==> config.mk <==
export PLATFORM = sky130hd
export DESIGN_NAME = power_sample_ema_filter
export DESIGN_NICKNAME = d
export VERILOG_FILES = /design/src/rtl/pws_pkg.sv /design/src/rtl/pws_scale.sv /design/src/rtl/pws_avg.sv /design/src/rtl/power_sample_ema_filter.sv
export SDC_FILE = /design/constraint.sdc
export NUM_CORES = 1
export LEC_CHECK = 0
export BUFFER_PORTS_ARGS = -buffer_cell sky130_fd_sc_hd__buf_2
export CAP_MARGIN = 10
export CORE_MARGIN = 8
export CORE_UTILIZATION = 55
export DETAILED_ROUTE_END_ITERATION = 10
export GPL_ROUTABILITY_DRIVEN = 1
export HOLD_SLACK_MARGIN = 0.15
export PLACE_DENSITY_LB_ADDON = 0.08
export SETUP_SLACK_MARGIN = 0.4
export SYNTH_ARGS = -nofsm -noshare
export SYNTH_HDL_FRONTEND = slang
export SYNTH_SLANG_ARGS = --single-unit
==> constraint.sdc <==
create_clock -name clk -period 12.6 [get_ports clk]
set_input_delay 2.52 -clock clk [delete_from_list [all_inputs] [get_ports clk]]
set_output_delay 2.52 -clock clk [all_outputs]
set_load 0.05 [all_outputs]
==> src/rtl/pws_pkg.sv <==
// Shared types and constants for the power sample smoothing filter.
// Used by every module of the block; depends on nothing else.
package pws_pkg;

    // Field widths
    localparam int RawW     = 16;
    localparam int MagW     = 15;
    localparam int ScaleW   = 11;
    localparam int ShiftW   = 4;
    localparam int TimeW    = 32;
    localparam int PowerW   = 15;
    localparam int AvgW     = 23;
    localparam int CfgIdxW  = 2;
    localparam int CfgDataW = 32;

    // Fixed-point constants
    localparam int unsigned Q8Bits = 8;
    localparam logic [AvgW:0] Q8Half = (AvgW+1)'(128);
    localparam logic [PowerW-1:0] OutMax = {PowerW{1'b1}};

    // Register reset values
    localparam logic [ScaleW-1:0]  ScaleReset   = ScaleW'(256);
    localparam logic               SmoothReset  = 1'b1;
    localparam logic [ShiftW-1:0]  ShiftReset   = ShiftW'(3);
    localparam logic [TimeW-1:0]   TimeoutReset = TimeW'(3000);

    // Register indexes on the configuration port
    typedef enum logic [CfgIdxW-1:0] {
        CFG_SCALE         = 2'd0,
        CFG_SMOOTH_EN     = 2'd1,
        CFG_SMOOTH_SHIFT  = 2'd2,
        CFG_STALE_TIMEOUT = 2'd3
    } cfg_index_t;

    // Request kinds
    typedef enum logic {
        REQ_SAMPLE = 1'b0,
        REQ_TIME   = 1'b1
    } req_t;

    // Current configuration
    typedef struct packed {
        logic [ScaleW-1:0] scale_q8;
        logic              smooth_enable;
        logic [ShiftW-1:0] smooth_shift;
        logic [TimeW-1:0]  stale_timeout_ms;
    } cfg_t;

    // Item after gain and saturation
    typedef struct packed {
        req_t              req;
        logic [PowerW-1:0] scaled;
        logic [TimeW-1:0]  now_ms;
    } item_t;

endpackage

==> src/rtl/pws_scale.sv <==
// Input register and gain stage: clamp, multiply by the Q8 gain, saturate.
// Depends on pws_pkg.
module pws_scale
    import pws_pkg::*;
(
    input  logic                     clk,
    input  logic                     rst_n,
    input  logic                     in_valid,
    output logic                     in_stall,
    input  logic                     req_type,
    input  logic signed [RawW-1:0]   raw_watts,
    input  logic [TimeW-1:0]         now_ms,
    input  logic [ScaleW-1:0]        scale_q8,
    output logic                     item_valid,
    output item_t                    item,
    input  logic                     item_take
);

    logic              s1_valid_reg;
    logic              s1_req_reg;
    logic [RawW-1:0]   s1_raw_reg;
    logic [TimeW-1:0]  s1_now_reg;
    logic              s2_valid_reg;
    item_t             s2_item_reg;
    item_t             s2_item_next;

    logic              s1_move;
    logic              s2_move;
    logic [MagW-1:0]   mag;
    logic [MagW+ScaleW-1:0] prod;
    logic [MagW+ScaleW-Q8Bits-1:0] prod_q0;

    // Advance a stage when it is empty or its contents move on
    assign s2_move  = !s2_valid_reg || item_take;
    assign s1_move  = !s1_valid_reg || s2_move;
    assign in_stall = !s1_move;

    // Clamp negatives at zero, scale and saturate
    always_comb
    begin
        mag     = s1_raw_reg[RawW-1] ? '0 : s1_raw_reg[MagW-1:0];
        prod    = (MagW+ScaleW)'(mag) * (MagW+ScaleW)'(scale_q8);
        prod_q0 = prod[MagW+ScaleW-1:Q8Bits];
        s2_item_next.req    = req_t'(s1_req_reg);
        s2_item_next.now_ms = s1_now_reg;
        if (prod_q0 > (MagW+ScaleW-Q8Bits)'(OutMax))
        begin
            s2_item_next.scaled = OutMax;
        end
        else
        begin
            s2_item_next.scaled = prod_q0[PowerW-1:0];
        end
    end

    // Hold valid flags
    always_ff @(posedge clk or negedge rst_n)
    begin
        if (!rst_n)
        begin
            s1_valid_reg <= 1'b0;
            s2_valid_reg <= 1'b0;
        end
        else
        begin
            if (s1_move)
            begin
                s1_valid_reg <= in_valid;
            end
            if (s2_move)
            begin
                s2_valid_reg <= s1_valid_reg;
            end
        end
    end

    // Load payloads on each transfer
    always_ff @(posedge clk)
    begin
        if (s1_move && in_valid)
        begin
            s1_req_reg <= req_type;
            s1_raw_reg <= raw_watts;
            s1_now_reg <= now_ms;
        end
        if (s2_move && s1_valid_reg)
        begin
            s2_item_reg <= s2_item_next;
        end
    end

    assign item_valid = s2_valid_reg;
    assign item       = s2_item_reg;

endmodule

==> src/rtl/pws_avg.sv <==
// Moving average state, staleness check and result register.
// Depends on pws_pkg.
module pws_avg
    import pws_pkg::*;
(
    input  logic               clk,
    input  logic               rst_n,
    input  cfg_t               cfg,
    input  logic               item_valid,
    input  item_t              item,
    output logic               item_take,
    output logic               out_valid,
    input  logic               out_stall,
    output logic [PowerW-1:0]  power_watts,
    output logic               stale
);

    logic [AvgW-1:0]    avg_reg;
    logic [AvgW-1:0]    avg_next;
    logic               seeded_reg;
    logic               seeded_next;
    logic [TimeW-1:0]   stamp_reg;
    logic [TimeW-1:0]   stamp_next;
    logic [PowerW-1:0]  last_out_reg;
    logic [PowerW-1:0]  last_out_next;
    logic               stale_reg;
    logic               stale_next;
    logic               out_valid_reg;

    logic               commit;
    logic [AvgW-1:0]    target;
    logic signed [AvgW:0] diff;
    logic signed [AvgW:0] bias;
    logic signed [AvgW:0] step;
    logic [AvgW:0]      sum;
    logic [AvgW:0]      rounded;
    logic [TimeW-1:0]   age;

    // Take an item whenever the result register is free or being drained
    assign item_take = !out_valid_reg || !out_stall;
    assign commit    = item_valid && item_take;

    // Average step: move by (target - avg) / 2^shift, truncating toward zero
    always_comb
    begin
        target  = {item.scaled, Q8Bits'(0)};
        diff    = $signed({1'b0, target}) - $signed({1'b0, avg_reg});
        bias    = diff[AvgW] ? $signed(((AvgW+1)'(1) << cfg.smooth_shift) - (AvgW+1)'(1))
                             : '0;
        step    = (diff + bias) >>> cfg.smooth_shift;
        sum     = {1'b0, avg_reg} + $unsigned(step);
        rounded = (sum + Q8Half) >> Q8Bits;
    end

    // Next state for one committed item
    always_comb
    begin
        avg_next      = avg_reg;
        seeded_next   = seeded_reg;
        stamp_next    = stamp_reg;
        last_out_next = last_out_reg;
        if (item.req == REQ_SAMPLE)
        begin
            stamp_next = item.now_ms;
            if (!cfg.smooth_enable || item.scaled == '0)
            begin
                avg_next      = target;
                seeded_next   = (item.scaled != '0);
                last_out_next = item.scaled;
            end
            else if (!seeded_reg)
            begin
                avg_next      = target;
                seeded_next   = 1'b1;
                last_out_next = item.scaled;
            end
            else
            begin
                avg_next = sum[AvgW-1:0];
                if (rounded > (AvgW+1)'(OutMax))
                begin
                    last_out_next = OutMax;
                end
                else
                begin
                    last_out_next = rounded[PowerW-1:0];
                end
            end
        end
    end

    // Stale only on a time check: a sample stamps the current time
    always_comb
    begin
        age        = item.now_ms - stamp_reg;
        stale_next = (item.req == REQ_TIME) && (stamp_reg != '0)
                     && (age > cfg.stale_timeout_ms);
    end

    // Update state and the result register on commit
    always_ff @(posedge clk or negedge rst_n)
    begin
        if (!rst_n)
        begin
            avg_reg       <= '0;
            seeded_reg    <= 1'b0;
            stamp_reg     <= '0;
            last_out_reg  <= '0;
            stale_reg     <= 1'b0;
            out_valid_reg <= 1'b0;
        end
        else
        begin
            if (item_take)
            begin
                out_valid_reg <= item_valid;
            end
            if (commit)
            begin
                avg_reg      <= avg_next;
                seeded_reg   <= seeded_next;
                stamp_reg    <= stamp_next;
                last_out_reg <= last_out_next;
                stale_reg    <= stale_next;
            end
        end
    end

    assign out_valid   = out_valid_reg;
    assign power_watts = last_out_reg;
    assign stale       = stale_reg;

endmodule

==> src/rtl/power_sample_ema_filter.sv <==
// Top level of the power sample smoothing filter: configuration registers,
// gain stage and averaging stage. Depends on pws_pkg, pws_scale, pws_avg.
//
// Input channel: in_valid / in_stall with req_type, raw_watts, now_ms. A
// power sample (req_type 0) updates the smoothed power; a time check
// (req_type 1) only re-evaluates staleness. Each transfer yields exactly one
// result on the output channel: out_valid / out_stall with power_watts and
// stale.
// A result passes through the input register, the gain multiply register
// and the result register.
// Throughput: one item per cycle unless the output stalls; the averaging
// state is updated in the same cycle that a result is loaded, so consecutive
// items see each other's state. A stalled result is held; up to two more
// items are held behind it, after which in_stall rises.
// Configuration: cfg_we writes cfg_data into register cfg_index (0 gain,
// 1 smoothing enable, 2 shift, 3 timeout); write only while the block is idle.
// Reset clears the average, the sample stamp and the output, loads default
// configuration and empties the pipeline. There is no clearing pass.
module power_sample_ema_filter
    import pws_pkg::*;
(
    input  logic                    clk,
    input  logic                    rst_n,
    input  logic                    in_valid,
    output logic                    in_stall,
    input  logic                    req_type,
    input  logic signed [RawW-1:0]  raw_watts,
    input  logic [TimeW-1:0]        now_ms,
    output logic                    out_valid,
    input  logic                    out_stall,
    output logic [PowerW-1:0]       power_watts,
    output logic                    stale,
    input  logic                    cfg_we,
    input  logic [CfgIdxW-1:0]      cfg_index,
    input  logic [CfgDataW-1:0]     cfg_data
);

    cfg_t   cfg_reg;
    logic   item_valid;
    item_t  item;
    logic   item_take;

    // Write configuration registers
    always_ff @(posedge clk or negedge rst_n)
    begin
        if (!rst_n)
        begin
            cfg_reg.scale_q8         <= ScaleReset;
            cfg_reg.smooth_enable    <= SmoothReset;
            cfg_reg.smooth_shift     <= ShiftReset;
            cfg_reg.stale_timeout_ms <= TimeoutReset;
        end
        else if (cfg_we)
        begin
            case (cfg_index_t'(cfg_index))
                CFG_SCALE:         cfg_reg.scale_q8         <= cfg_data[ScaleW-1:0];
                CFG_SMOOTH_EN:     cfg_reg.smooth_enable    <= cfg_data[0];
                CFG_SMOOTH_SHIFT:  cfg_reg.smooth_shift     <= cfg_data[ShiftW-1:0];
                CFG_STALE_TIMEOUT: cfg_reg.stale_timeout_ms <= cfg_data[TimeW-1:0];
                default:           cfg_reg                  <= cfg_reg;
            endcase
        end
    end

    // Gain stage
    pws_scale u_scale (
        .clk        (clk),
        .rst_n      (rst_n),
        .in_valid   (in_valid),
        .in_stall   (in_stall),
        .req_type   (req_type),
        .raw_watts  (raw_watts),
        .now_ms     (now_ms),
        .scale_q8   (cfg_reg.scale_q8),
        .item_valid (item_valid),
        .item       (item),
        .item_take  (item_take)
    );

    // Averaging stage and result register
    pws_avg u_avg (
        .clk         (clk),
        .rst_n       (rst_n),
        .cfg         (cfg_reg),
        .item_valid  (item_valid),
        .item        (item),
        .item_take   (item_take),
        .out_valid   (out_valid),
        .out_stall   (out_stall),
        .power_watts (power_watts),
        .stale       (stale)
    );

endmodule

; Word-level counts from Yosys, hierarchy flattened
; Cells that the tools add are included.
; Widths: inputs -> output; s select.
[totals]
ff_bits = 220
out_inout_bits = 18
wordCells = 66
[classes]
add_sub_neg = 6
mul = 1
magnitude_cmp = 3
n_eq_ne = 3
shifts = 2
mux = 8
bitwise_logic = 1
n_reduce_logical = 24
[op_table]
columns = operator, n
row1 = $mux 15, 4
row2 = $mux 23, 2
row3 = $gt 32x32->1, 1
row4 = $reduce_bool 32->1, 1
row5 = $sub 32x32->32, 1
row6 = $mul 15x11->26, 1
row7 = $add 23x24->24, 1
row8 = $add 24x24->24, 1
row9 = $add 24x8->24 const B, 1
row10 = $mux 24, 1
row11 = $shl 1x4->24 const A, 1
row12 = $sshr 24x4->24, 1
row13 = $sub 23x23->24, 1
row14 = $sub 24x2->24 const B, 1
row15 = $gt 18x15->1 const B, 1
row16 = $gt 16x15->1 const B, 1
row17 = $logic_not 15->1, 1
row18 = $reduce_bool 15->1, 1
row19 = $reduce_and 2->1, 5
row20 = $logic_not 1->1, 6
row21 = $logic_and 1x1->1, 5
row22 = $eq 2x2->1 const B, 2
row23 = $logic_or 1x1->1, 4
row24 = $eq 2x1->1 const B, 1
row25 = other kinds (3), 3

; Depth between registers and ports, before layout
[depth]
depth_word = 11
mapped_depth = 40

; Modules after synthesis
; Synthesis repeated with hierarchy kept, for this count alone.
[hier_totals]
cells_unflattened = 2191
area_unflattened_um2 = 20663.6
[modules_own_cells]
columns = module, instances, cells_per_inst, area_each_um2, seq_area_each_um2
row1 = pws_avg, 1, 1333, 10223.6, 1826.8
row2 = pws_scale, 1, 754, 8493.1, 2962.8
row3 = power_sample_ema_filter, 1, 104, 1946.9, 1214.9

; Least setup slack after synthesis
; OpenSTA, ideal clock, no wires.
[synth_timing]
kind = reg2reg
startpoint = reg u_avg.avg_reg[1]
endpoint = reg u_avg.last_out_reg[10], in the netlist u_avg.power_watts[10]
setup_ns = 0.124
arrival_ns = 8.696
required_time_ns = 12.476
setup_slack_ns = 3.780
stages_incl_launch_ff = 35
path_buffers = 3
cell_sequence = dfrtp_1 > or4_4 > or4_4 > a31o_2 > o22ai_4 > nand4_2 > a21oi_4 > clkbuf_1 > clkbuf_1 > nor2_1 > ha_1 > o211ai_1 > o211ai_1 > a31o_2 > a2111oi_2 > nor3_1 > xor2_1 > mux2_2 > a222oi_1 > nand2_1 > o21ai_0 > a21oi_1 > ha_1 > a2111oi_1 > o21ai_0 > a31o_2 > a21oi_1 > xnor2_1 > nand2_1 > nor4_1 > nand4_1 > xnor2_2 > nor3_4 > buf_6 > a21oi_1
[synth_between]
elab_chain_len = 10
[synth_rtl]
columns = item, line
row1 = start: declaration, pws_avg.sv:18  ; logic [AvgW-1:0] avg_reg;
row2 = start signal: assignment, pws_avg.sv:120  ; avg_reg <= avg_next;
row3 = $sub 23x23->24, pws_avg.sv:47  ; diff = $signed({1'b0, target}) - $signed({1'b0, avg_reg});
row4 = $mux 24, pws_avg.sv:48  ; bias = diff[AvgW] ? $signed(((AvgW+1)'(1) << cfg.smooth_shift) - (AvgW+1)'(1))
row5 = $add 24x24->24, pws_avg.sv:50  ; step = (diff + bias) >>> cfg.smooth_shift;
row6 = $sshr 24x4->24, pws_avg.sv:50
row7 = $add 23x24->24 *, pws_avg.sv:51  ; sum = {1'b0, avg_reg} + $unsigned(step);
row8 = $add 24x8->24 *, pws_avg.sv:52  ; rounded = (sum + Q8Half) >> Q8Bits;
row9 = $gt 16x15->1, pws_avg.sv:80  ; if (rounded > (AvgW+1)'(OutMax))
row10 = $mux 15 *, pws_avg.sv:80
row11 = $mux 15 *, pws_avg.sv:71  ; else if (!seeded_reg)
row12 = $mux 15 *, pws_avg.sv:65  ; if (!cfg.smooth_enable || item.scaled == '0)
row13 = end signal: assignment, pws_avg.sv:123  ; last_out_reg <= last_out_next;
row14 = end: declaration, pws_avg.sv:24  ; logic [PowerW-1:0] last_out_reg;
; Mark *: on every way between the ends. The rest lies on a longest branch, timed or not.
; A chain may end at the register's enable or synchronous reset.

; Worst setup path in the final report
[layout_timing]
startpoint = reg cfg_reg[34] (netlist bit)
endpoint = reg u_avg.last_out_reg[12], in the netlist u_avg.power_watts[12]
[layout_between]
elab_chain_len = 11
[layout_rtl]
columns = item, line
row1 = start: declaration, power_sample_ema_filter.sv:38  ; cfg_t cfg_reg;
row2 = start signal: assignment, power_sample_ema_filter.sv:60  ; default: cfg_reg <= cfg_reg;
row3 = $shl 1x4->24, pws_avg.sv:48
row4 = $sub 24x2->24, pws_avg.sv:48
row5 = $mux 24, pws_avg.sv:48
row6 = $add 24x24->24, pws_avg.sv:50
row7 = $sshr 24x4->24 *, pws_avg.sv:50
row8 = $add 23x24->24 *, pws_avg.sv:51
row9 = $add 24x8->24 *, pws_avg.sv:52
row10 = $gt 16x15->1, pws_avg.sv:80
row11 = $mux 15 *, pws_avg.sv:80
row12 = $mux 15 *, pws_avg.sv:71
row13 = $mux 15 *, pws_avg.sv:65
; Marked as above.

==> reports/metrics.yaml <==
cells_and_area:
  nFillCells: 3145
  syn_to_final_growth_pct: 8.82
  final_nets: 2570
  drive_above_1_share: 0.123
  diodes: 0
synth:
  ys.flop_type: "dfrtp_1"
  synth_top_family_by_area: "adder cells"
  synth_seq_area_share: 0.301
  synth_xor_area_frac: 0.0503
  async_flop_share: 0.559
  synth-simple-area-share: 0.158
  synth_edf_count: 97
  synth_mux_area_frac: 0.0546
  avgSynthCellArea_um2: 9.50
  syn_area_um2: 20000
  synth_seq_cells: 220
  synth_compound_area_frac: 0.143
  ys_types: 84
  syn_inst: 2104
  synthAdderAreaFrac: 0.237
  yosysWarnings: 0
placed_design:
  io_buffer_count: 105
  place_congestion: 0.937
  dp_hpwl_um: 40000
  pre_cts_slack_ns: 2.36
hold_path:
  hold_end: "u_scale.item[11]"
  worstHoldPathCells: 0
  min-delay-start: "u_scale.s1_now_reg[11]"
  hp-class: "flop to flop"
global_route:
  grt_first_pass_wirelength_um: 83100
  grt_max_degree: 69
  antenna_found_initial: 2
  grt_use_total: 0.247
  grt-ovfl-total: 0
  grt_pass1_vias: 15500
setup_path:
  worstPathMaxFanout: 21
  required_ns: 12.98
  cp_slowest_cell: "nor4_1"
  reg2reg_to: "u_avg.power_watts[12]"
  slowest_delay_ns: 0.86
  worstSetupEndpointType: "flop"
  r2r_start: "cfg_reg[34]"
  crit_type: "flop to flop"
  r2r_slack_ns: 2.20
  start_kind: "flop"
  r2r.worst_path.cells: 33
  critPathMostFrequentCell: "nand2_1"
  worst_ep_arrival_time_ns: 10.79
outcome:
  status: "complete, no violations"
timing:
  fin_skew_ns: 0.0220
  maxSlewHeadroom: 0.250
  fin_setup_tns_ns: 0
  post-route-min-period_ns: 10.40
  clock.fmax_ghz: 0.0961
  hold_slack_ns: 0.416
  setup_violations: 0
  timing.final.ws_setup_ns: 2.20
  period_share: 0.826
  worst_pin_slew_ns: 1.12
  hold_viol_final: 0
  report.final.slew_viol_count: 0
  rsz0062_at_grt: "false"
cts:
  cts_made_buffers: 26
  cts.sinks: 220
  cts_resized: 0
  clkSlewWorstSetupHoldPaths_ns: 0.06
  htree_levels: 1
  clock_path_buffers: 3
  cts_hold_buf: 0
  cts_tree: "built"
  post-cts-setup-buffer-count: 0
  cts-root-buf: "clkbuf_16"
  clock_latency_ns: 0.55
drt:
  drt_iter0_drc: 993
  drtPass1Iterations: 5
  wl_per_cell_um: 19.5
  ant_nets: 0
  num_vias: 15600
  drc: 0
  totalWireLength_um: 51800
  viasPerCell: 5.86
floorplanning:
  rows: 70
  coreArea_um2: 36200
  die_w_um: 207
  die_h_um: 207
  io_pins: 106
  initial_core_util: 0.552
  die_area_um2: 42700
flow_run:
  maxCapViolCount: 0
-- worst max-delay path by stage --
stage | start | end | slack (ns) | cells past startpoint
floorplan | u_avg.avg_reg[1] | u_avg.power_watts[10] | 3.78 | 34
global placement | cfg_reg[34] | u_avg.power_watts[0] | 2.64 | 33
detailed placement | cfg_reg[34] | u_avg.power_watts[12] | 2.36 | 33
CTS | cfg_reg[34] | u_avg.power_watts[12] | 2.29 | 33
global route | cfg_reg[34] | u_avg.power_watts[7] | 1.24 | 33
finish | cfg_reg[34] | u_avg.power_watts[12] | 2.20 | 33
-- critical path, delay by kind of cell, from the launching register on --
family	cells	cell delay [ns]
xor gates and xnor gates	3	0.67
adders and majority gates	3	1.09
and+or+nand+nor	11	3.58
muxes	1	0.30
buffers and inverters	1	0.61
AOI/OAI and AO/OA	14	3.59
DFF	1	0.38
-- layout make-up --
class	count	area, um^2	area share
multi-input cells	1588	12900	0.592
flip-flops and latches	220	6000	0.276
inverters	223	837	0.0385
clock buffers	35	706	0.0325
repair buffers	116	614	0.0283
well taps	468	586	0.0269
clock inverters	13	125	0.00575
-- through the flow --
step / instances / instance area, um^2 / util
floorplan: 2107 / 20000 / -
global placement: 2615 / 20900 / 0.578
detailed placement: 2615 / 20900 / 0.578
CTS: 2663 / 21700 / 0.601
global route: 2663 / 21700 / 0.601
finish: 2663 / 21700 / 0.601
-- cell families (layout without fill, tap and decap cells) --
kind of cell | after synthesis | after routing
multiplexers | 88 | 88
AO/OA/AOI/OAI | 436 | 436
buffers and inverters | 299 | 387
AND/OR/NAND/NOR | 640 | 640
other | 1 | 4
XOR/XNOR | 113 | 113
flip-flops | 220 | 220
adder cells (fa/ha/maj) | 307 | 307
-- synth_stat cells, types with 20 or more instances --
cell | n | area, um^2
ha_1 | 189 | 2360
nand4_1 | 20 | 125
a21o_1 | 56 | 420
dfrtp_1 | 112 | 2800
mux2_2 | 58 | 653
a31oi_1 | 21 | 131
o21ai_0 | 110 | 551
a21oi_1 | 115 | 576
or3_1 | 21 | 131
clkbuf_1 | 67 | 251
and2_1 | 78 | 488
nand2b_1 | 38 | 238
inv_1 | 221 | 830
edfxtp_1 | 97 | 2910
xor2_1 | 46 | 403
nor2_1 | 103 | 387
nor2b_1 | 36 | 225
xnor2_1 | 65 | 569
nand2_1 | 233 | 875
fa_1 | 118 | 2360
nor3_1 | 28 | 140
a211oi_1 | 24 | 180
nand3_1 | 24 | 120
-- per-layer routing --
layer  up-vias  share of wire  track usage  wire length (um)
li1       7430              -            -                 -
met1      7565           0.44        0.342             23000
met2       517           0.45        0.391             23500
met3        89          0.076       0.0504              3950
met4         2          0.026       0.0671              1320
met5         -        0.00015            0                 8
-- placed cells by master (no fill, tap or decap), types with 21 or more instances in the layout --
master     instances
fa_1             118
o21ai_0          110
a21oi_1          115
ha_1             189
inv_1            221
nor2b_1           36
a21o_1            56
or3_1             21
edfxtp_1          97
nand3_1           23
a31oi_1           21
nor2_1           102
xor2_1            46
buf_2            104
clkbuf_16         27
a211oi_1          24
nor3_1            28
and2_1            76
xnor2_1           65
nand2b_1          38
nand2_1          233
dfrtp_1          112
mux2_2            58
Power is not shown: default switching activity piles up to over one toggle a cycle in this logic, so the estimate is an artifact.
